**config.mk**
```make
export PLATFORM = sky130hd
export DESIGN_NAME = line_editor_with_backspace
export DESIGN_NICKNAME = d
export VERILOG_FILES = /design/src/rtl/core/lneb_pkg.sv /design/src/rtl/core/line_editor_with_backspace.sv
export SDC_FILE = /design/constraint.sdc
export NUM_CORES = 1
export LEC_CHECK = 0
export ABC_AREA = 1
export BUFFER_PORTS_ARGS = -buffer_cell sky130_fd_sc_hd__buf_2
export CORE_ASPECT_RATIO = 1.75
export CORE_MARGIN = 10
export CORE_UTILIZATION = 34
export CTS_CLUSTER_DIAMETER = 30
export DETAILED_ROUTE_END_ITERATION = 10
export GPL_TIMING_DRIVEN = 1
export PLACE_DENSITY = 0.47
export SYNTH_ARGS = -nofsm -noshare
export SYNTH_HDL_FRONTEND = slang
export SYNTH_SLANG_ARGS = --single-unit
```
**constraint.sdc**
```tcl
create_clock -name i_clk -period 7.78 [get_ports i_clk]
set_input_delay 2.334 -clock i_clk [delete_from_list [all_inputs] [get_ports i_clk]]
set_output_delay 2.334 -clock i_clk [all_outputs]
set_load 0.02 [all_outputs]
```
**src/rtl/core/lneb_pkg.sv**
```systemverilog
`default_nettype none
// ----------------------------------------------------------------------------
// Line editor package
// Character codes, register indexes, reset values and sequencer states that
// the line editor uses.
// ----------------------------------------------------------------------------
package lneb_pkg;

    localparam int BYTE_W    = 8;
    localparam int CAP_W     = 6;
    localparam int CFG_IDX_W = 2;

    localparam logic [BYTE_W-1:0] CH_NL  = 8'h0A;
    localparam logic [BYTE_W-1:0] CH_DEL = 8'h7F;
    localparam logic [BYTE_W-1:0] CH_BS  = 8'h08;
    localparam logic [BYTE_W-1:0] CH_NUL = 8'h00;

    localparam logic [CFG_IDX_W-1:0] CFG_ECHO_ENABLE   = 2'd0;
    localparam logic [CFG_IDX_W-1:0] CFG_LINE_CAPACITY = 2'd1;

    localparam logic             ECHO_RESET = 1'b1;
    localparam logic [CAP_W-1:0] CAP_RESET  = 6'd32;

    typedef enum logic [2:0] {
        S_IDLE,
        S_EMIT,
        S_NL_ECHO,
        S_RD,
        S_LINE,
        S_TERM
    } t_state;

endpackage
`default_nettype wire

```
**src/rtl/core/line_editor_with_backspace.sv**
```systemverilog
`default_nettype none
// ----------------------------------------------------------------------------
// Console line editor
// Edits a line of received bytes with backspace and echo, and streams the
// finished line with a zero terminator when a newline arrives.
// ----------------------------------------------------------------------------
// Received bytes are taken only in the idle state. An ordinary byte or a
// backspace gives at most one echo request, issued from the S_EMIT state into
// a single output register once that register is free. A newline is slower:
// an optional echo, then every stored byte, because each byte is read from the
// line memory through its one registered read port (S_RD) before it is loaded
// into the output register (S_LINE), and finally the terminator. A new byte is
// accepted in the idle state even while a result still waits in the output
// register. Configuration writes are always accepted and should only be made
// while the block is idle.
module line_editor_with_backspace
    import lneb_pkg::*;
#(
    parameter int MAX_LINE = 32
) (
    input  wire logic                 i_clk,
    input  wire logic                 i_rst_n,
    input  wire logic                 i_s_tvalid,
    output logic                      o_s_tready,
    input  wire logic [BYTE_W-1:0]    i_s_tdata,    // [7:0] rx_byte
    output logic                      o_m_tvalid,
    input  wire logic                 i_m_tready,
    output logic [BYTE_W-1:0]         o_m_tdata,    // [7:0] out_byte
    output logic                      o_m_tuser,    // [0] to_sender
    output logic                      o_m_tlast,
    input  wire logic                 i_cfg_valid,
    output logic                      o_cfg_ready,
    input  wire logic [CFG_IDX_W-1:0] i_cfg_index,
    input  wire logic [CAP_W-1:0]     i_cfg_data
);

    localparam int CNT_W = $clog2(MAX_LINE);
    localparam int CMP_W = CAP_W + 1;
    localparam logic [CMP_W-1:0] MAX_CMP = CMP_W'(MAX_LINE);

    t_state r_state, n_state;

    logic             r_echo;
    logic [CAP_W-1:0] r_cap;

    logic [CNT_W-1:0] r_count, n_count;
    logic [CNT_W-1:0] r_rd_idx, n_rd_idx;

    logic [BYTE_W-1:0] r_mem [MAX_LINE];
    logic [BYTE_W-1:0] r_rd_data;
    logic              mem_we;
    logic              mem_re;

    logic [BYTE_W-1:0] r_pend, n_pend;

    logic              r_out_valid;
    logic [BYTE_W-1:0] r_out_data;
    logic              r_out_user;
    logic              r_out_last;
    logic              out_load;
    logic [BYTE_W-1:0] out_data;
    logic              out_user;
    logic              out_last;
    logic              out_free;

    logic              s_acc;
    logic              is_nl;
    logic              is_bs;
    logic [CMP_W-1:0]  eff_cap;
    logic              room;

    assign o_cfg_ready = 1'b1;
    assign o_s_tready  = (r_state == S_IDLE);
    assign s_acc       = i_s_tvalid && o_s_tready;
    assign is_nl       = (i_s_tdata == CH_NL);
    assign is_bs       = (i_s_tdata == CH_DEL) || (i_s_tdata == CH_BS);
    assign out_free    = !r_out_valid || i_m_tready;

    always_comb begin
        if (r_cap == '0) begin
            eff_cap = CMP_W'(1);
        end else if ({1'b0, r_cap} > MAX_CMP) begin
            eff_cap = MAX_CMP;
        end else begin
            eff_cap = {1'b0, r_cap};
        end
        room = (CMP_W'(r_count) + CMP_W'(1)) < eff_cap;
    end

    always_ff @(posedge i_clk) begin
        if (!i_rst_n) begin
            r_echo <= ECHO_RESET;
            r_cap  <= CAP_RESET;
        end else if (i_cfg_valid && o_cfg_ready) begin
            case (i_cfg_index)
                CFG_ECHO_ENABLE:   r_echo <= i_cfg_data[0];
                CFG_LINE_CAPACITY: r_cap  <= i_cfg_data;
                default: ;
            endcase
        end
    end

    always_ff @(posedge i_clk) begin
        if (mem_we) begin
            r_mem[r_count] <= i_s_tdata;
        end
        if (mem_re) begin
            r_rd_data <= r_mem[r_rd_idx];
        end
    end

    always_comb begin
        n_state  = r_state;
        n_count  = r_count;
        n_rd_idx = r_rd_idx;
        n_pend   = r_pend;
        mem_we   = 1'b0;
        mem_re   = 1'b0;
        out_load = 1'b0;
        out_data = CH_NUL;
        out_user = 1'b0;
        out_last = 1'b0;
        case (r_state)
            S_IDLE: begin
                if (s_acc) begin
                    if (is_nl) begin
                        n_rd_idx = '0;
                        n_state  = r_echo ? S_NL_ECHO : S_RD;
                    end else if (is_bs) begin
                        if (r_count != '0) begin
                            n_count = r_count - CNT_W'(1);
                            n_pend  = CH_BS;
                            if (r_echo) begin
                                n_state = S_EMIT;
                            end
                        end
                    end else begin
                        if (room) begin
                            mem_we  = 1'b1;
                            n_count = r_count + CNT_W'(1);
                        end
                        n_pend = i_s_tdata;
                        if (r_echo) begin
                            n_state = S_EMIT;
                        end
                    end
                end
            end
            S_EMIT: begin
                if (out_free) begin
                    out_load = 1'b1;
                    out_data = r_pend;
                    out_user = 1'b1;
                    out_last = 1'b1;
                    n_state  = S_IDLE;
                end
            end
            S_NL_ECHO: begin
                if (out_free) begin
                    out_load = 1'b1;
                    out_data = CH_NL;
                    out_user = 1'b1;
                    n_state  = S_RD;
                end
            end
            S_RD: begin
                if (r_rd_idx < r_count) begin
                    mem_re  = 1'b1;
                    n_state = S_LINE;
                end else begin
                    n_state = S_TERM;
                end
            end
            S_LINE: begin
                if (out_free) begin
                    out_load = 1'b1;
                    out_data = r_rd_data;
                    n_rd_idx = r_rd_idx + CNT_W'(1);
                    n_state  = S_RD;
                end
            end
            S_TERM: begin
                if (out_free) begin
                    out_load = 1'b1;
                    out_data = CH_NUL;
                    out_last = 1'b1;
                    n_count  = '0;
                    n_state  = S_IDLE;
                end
            end
            default: begin
                n_state = S_IDLE;
            end
        endcase
    end

    always_ff @(posedge i_clk) begin
        if (!i_rst_n) begin
            r_state  <= S_IDLE;
            r_count  <= '0;
            r_rd_idx <= '0;
        end else begin
            r_state  <= n_state;
            r_count  <= n_count;
            r_rd_idx <= n_rd_idx;
        end
    end

    always_ff @(posedge i_clk) begin
        r_pend <= n_pend;
    end

    always_ff @(posedge i_clk) begin
        if (!i_rst_n) begin
            r_out_valid <= 1'b0;
        end else if (out_load) begin
            r_out_valid <= 1'b1;
        end else if (i_m_tready) begin
            r_out_valid <= 1'b0;
        end
    end

    always_ff @(posedge i_clk) begin
        if (out_load) begin
            r_out_data <= out_data;
            r_out_user <= out_user;
            r_out_last <= out_last;
        end
    end

    assign o_m_tvalid = r_out_valid;
    assign o_m_tdata  = r_out_data;
    assign o_m_tuser  = r_out_user;
    assign o_m_tlast  = r_out_last;

    a_count_bound: assert property (@(posedge i_clk) disable iff (!i_rst_n)
        CMP_W'(r_count) < MAX_CMP)
        else $error("Fill count has reached the line size.");

    a_nl_busy: assert property (@(posedge i_clk) disable iff (!i_rst_n)
        (s_acc && is_nl) |=> (r_state != S_IDLE))
        else $error("A newline request did not start the line output.");

    a_term_zero: assert property (@(posedge i_clk) disable iff (!i_rst_n)
        (o_m_tvalid && o_m_tlast && !o_m_tuser) |-> (o_m_tdata == CH_NUL))
        else $error("Line terminator is not zero.");

    a_rd_bound: assert property (@(posedge i_clk) disable iff (!i_rst_n)
        mem_re |-> (r_rd_idx < r_count))
        else $error("Line memory read beyond the fill count.");

endmodule
`default_nettype wire
```
==> metrics.md <==
| Metric | Value |
|---|---|
| Result of the run | `finished, final reports clean` |
| Top post-synthesis cells by count | `edfxtp_1 (282), nor2_1 (245), o21ai_0 (122)` |
| Top cell type by total area after synthesis | `edfxtp_1` |
| Vias in the first global route | `roughly 8500` |
| PD cells | `approximately 260 nW/µm²` |
| Average wire length per cell after detail routing | `approximately 22 µm` |
| Ant. Diodes | `0` |
| First-pass iteration count of the detailed router | `5` |
| Layout Nets | `between 1000 and 1500` |
| Avg Vias per Cell | `5.11` |
| Share of total power in combinational logic | `under 10%` |
| Sequential share of power | `about half` |
| Synthesis Warnings | `0` |
| Largest clock skew in the final design | `roughly 0.022 ns` |
| Highest Clock Rate | `roughly 0.19 GHz` |
| Internal power of the cells | `about 2.9 mW` |
| Maximum buffer depth of the clock tree | `3` |
| Crit Path Category | `input port to flop` |
| Worst path cell trace | `buf_2 -> nor2_1 -> nand3_1 -> inv_1 -> nand2_1 -> nand2_1 -> nor2_1 -> nand3_1 -> nor2_1` |
| Min-delay worst type | `flop to flop` |
| Max-cap violations | `0` |
| Most Frequent Cell on Critical Path | `nor2_1` |
| Number of CTS-inserted buffers | `37` |
| Total routed wirelength | `approximately 37000 µm` |
| Data required, critical path | `7.94 ns` |
| Net switching power of the design | `slightly above 900 µW` |
| Sum of negative setup slack | `0 ns` |
| Growth of design area from synthesis to finish | `14.4%` |
| Sequential element share of the synthesized area | `69.7%` |
| Worst vdd rail ir drop | `~0.00013 V` |
| Rel. slew slack | `between 30% and 40%` |
| Die Span X | `166 µm` |
| Die Y-Extent | `roughly 280 µm` |
| Final setup fails | `0` |
| # IOs | `34` |
| Count of routing violations after the opening detailed-route iteration | `638` |
| Proportion of register bits with asynchronous set or reset after synthesis | `0%` |
| Total number of placement rows | `93` |
| Via Count | `between 8000 and 9000` |
| First-pass GRT wire length | `54100 µm` |
| Total standard cell area after synthesis | `between 10000 and 15000 µm²` |
| Unique masters post-synth | `36` |
| Synthesized instance count | `approximately 1100` |
| CP max stage cell | `nor2_1` |
| RSZ-0062 raised after global routing | `no` |
| Gates resized, CTS repair | `0` |
| CTS root buffer | `clkbuf_16` |
| Post-Route Hold Slack | `0.486 ns` |
| Initial cell density of the core | `34.6%` |
| Clock latency of the later-clocked register in the worst-skew pair | `around 0.54 ns` |
| Antenna violations before repair | `0` |
| Synth top area cells | `edfxtp_1 (66%), nor2_1 (7.2%), o21ai_0 (4.8%), nand2_1 (3.3%), dfxtp_1 (3.3%)` |
| Worst hold path stage count | `2` |
| Placeable Area | `~37000 µm²` |
| Fraction of the cycle the final worst path needs | `between 60% and 70%` |
| Register bit count reported by yosys | `approximately 300` |
| Sink Count | `between 300 and 400` |
| Clock Power Share | `between 40% and 50%` |
| Leakage power of the design | `5.02 nW` |
| Number of setup buffers added after CTS | `0` |
| CTS tree | `built` |
| HPWL after DPL | `approximately 24000 µm` |
| Total non-filler cell area in the finished layout | `approximately 15000 µm²` |
| # DRC | `0` |
| CTS clock-pin slew for the worst setup and hold paths | `0.06 ns` |
| Primary flip-flop cell chosen by synthesis mapping | `edfxtp_1` |
| Critical Path Fanout Max | `34` |
| Placement Cell Area | `13300 µm²` |
| H-tree level count | `2` |
| Antenna viol nets, final | `0` |
| Shortest period the worst path allows | `between 5 and 6 ns` |
| All-layer global routing usage | `between 10% and 20%` |
| Area share of the leading cell type in the synthesized netlist | `~66%` |
| Max Slew Vio Count | `0` |
| Tightest Pin Transition | `just over 1 ns` |
| Crit-path max cell delay | `~0.79 ns` |
| Input/output buffers | `32` |
| Final hold vios | `0` |
| Per-instance average area after synthesis | `roughly 11 µm²` |
| Dominant cell by count in the synthesized netlist | `edfxtp_1` |
| Signal arrival time at the worst endpoint | `between 5 and 6 ns` |
| Area enclosed by the die boundary | `between 40000 and 50000 µm²` |
| Pin count of the biggest net entering global routing | `89` |
| Hold buffers post-CTS | `0` |
| Number of enable flip-flop cells after synthesis | `around 280` |
| Share of cells above drive strength 1 | `slightly above 10%` |
| Critical Path Start Type | `input port` |
| Grt total ovfl | `0` |
| Worst R2R Path Depth | `11` |
| Number of nets produced by synthesis | `about 1200` |
| Number of fillers in the final layout | `~3600` |
| Critical Path Sink Type | `flop` |
| Final estimated routing congestion in global placement | `0.868` |
| Switching power as a share of total power | `approximately a quarter` |
## per-layer routing
layer / track usage, % / routed length, µm
met5: 0 / 0
met4: 8.14 / 1850
met3: 2.06 / 1320
met2: 29.8 / 20500
met1: 16.0 / 13200
## kinds of logic (layout without fill, tap and decap cells)
logic type | count (synthesis) | count (layout) | share of synthesized area, %
compound gates | 246 | 246 | 10.7
xor+xnor | 4 | 4 | 0.275
fa+ha+maj | 18 | 18 | 1.83
buf+inv | 113 | 169 | 3.72
flops | 303 | 303 | 69.7
other cells | 1 | 1 | 0.0294
simple gates | 430 | 430 | 13.7
## power groups by stage
stage	logic (mW)	clock network [mW]	registers, mW
floorplan	0.133	0	1.87
global placement	0.255	0	1.88
detailed placement	0.255	0	1.88
CTS	0.256	1.74	1.84
global route	0.279	1.81	1.84
finish	0.250	1.71	1.84
## cell usage in the layout, fill, tap and decap left out, types with 19 or more instances in the layout
master	netlist	routed
a21oi_1	19	19
buf_2	19	32
clkbuf_16	0	38
dfxtp_1	21	19
edfxtp_1	282	282
inv_1	54	54
nand2_1	113	113
nand3_1	42	42
nor2_1	245	245
o211ai_1	33	33
o21ai_0	122	122
o21ai_1	34	34
o22ai_1	32	32
## cell type report
cell class / count / area [µm²] / area share (%)
tap: 475 / 594 / 4.08
inverter: 57 / 215 / 1.48
multi-input combinational: 699 / 3380 / 23.2
clock inverter: 27 / 274 / 1.88
timing repair buffer: 44 / 250 / 1.72
clock buffer: 41 / 972 / 6.67
sequential: 303 / 8890 / 61.0
## metrics by stage
step,cells,setup WS (ns),utilization [%],total power [mW]
after floorplan,1115,3.57,-,2.01
after global placement,1578,1.95,36.2,2.13
after detailed placement,1578,1.92,36.2,2.13
after CTS,1646,2.48,39.5,3.84
after global routing,1646,2.17,39.5,3.93
final,1646,2.48,39.5,3.80
## flip-flops by register name, summed over array words and instances, names as in the netlist
signal and cells:
r_rd_idx 5, r_pend 8, r_count 5, r_cap 6
o_m_tuser 1, r_state 3, r_echo 1, r_rd_data 8
o_m_tdata 8, o_m_tvalid 1, o_m_tlast 1, r_mem 256
## final timing paths
kind / start / endpoint / slack, ns
worst max register to register: r_count[1]$_SDFFE_PN0P_ / r_mem[21][2]$_DFFE_PP_ / 3.78
worst min register to register: r_echo$_SDFFE_PN1P_ / r_echo$_SDFFE_PN1P_ / 0.49
worst max-delay path: i_s_tdata[6] / r_mem[21][2]$_DFFE_PP_ / 2.48
worst min-delay path: r_echo$_SDFFE_PN1P_ / r_echo$_SDFFE_PN1P_ / 0.49
## critical path, delay by kind of cell
family / cells / cell delay [ns]
AND/OR/NAND/NOR: 7 / 2.42
buffers and inverters: 2 / 0.68
Power figures use the tool's default switching activity.
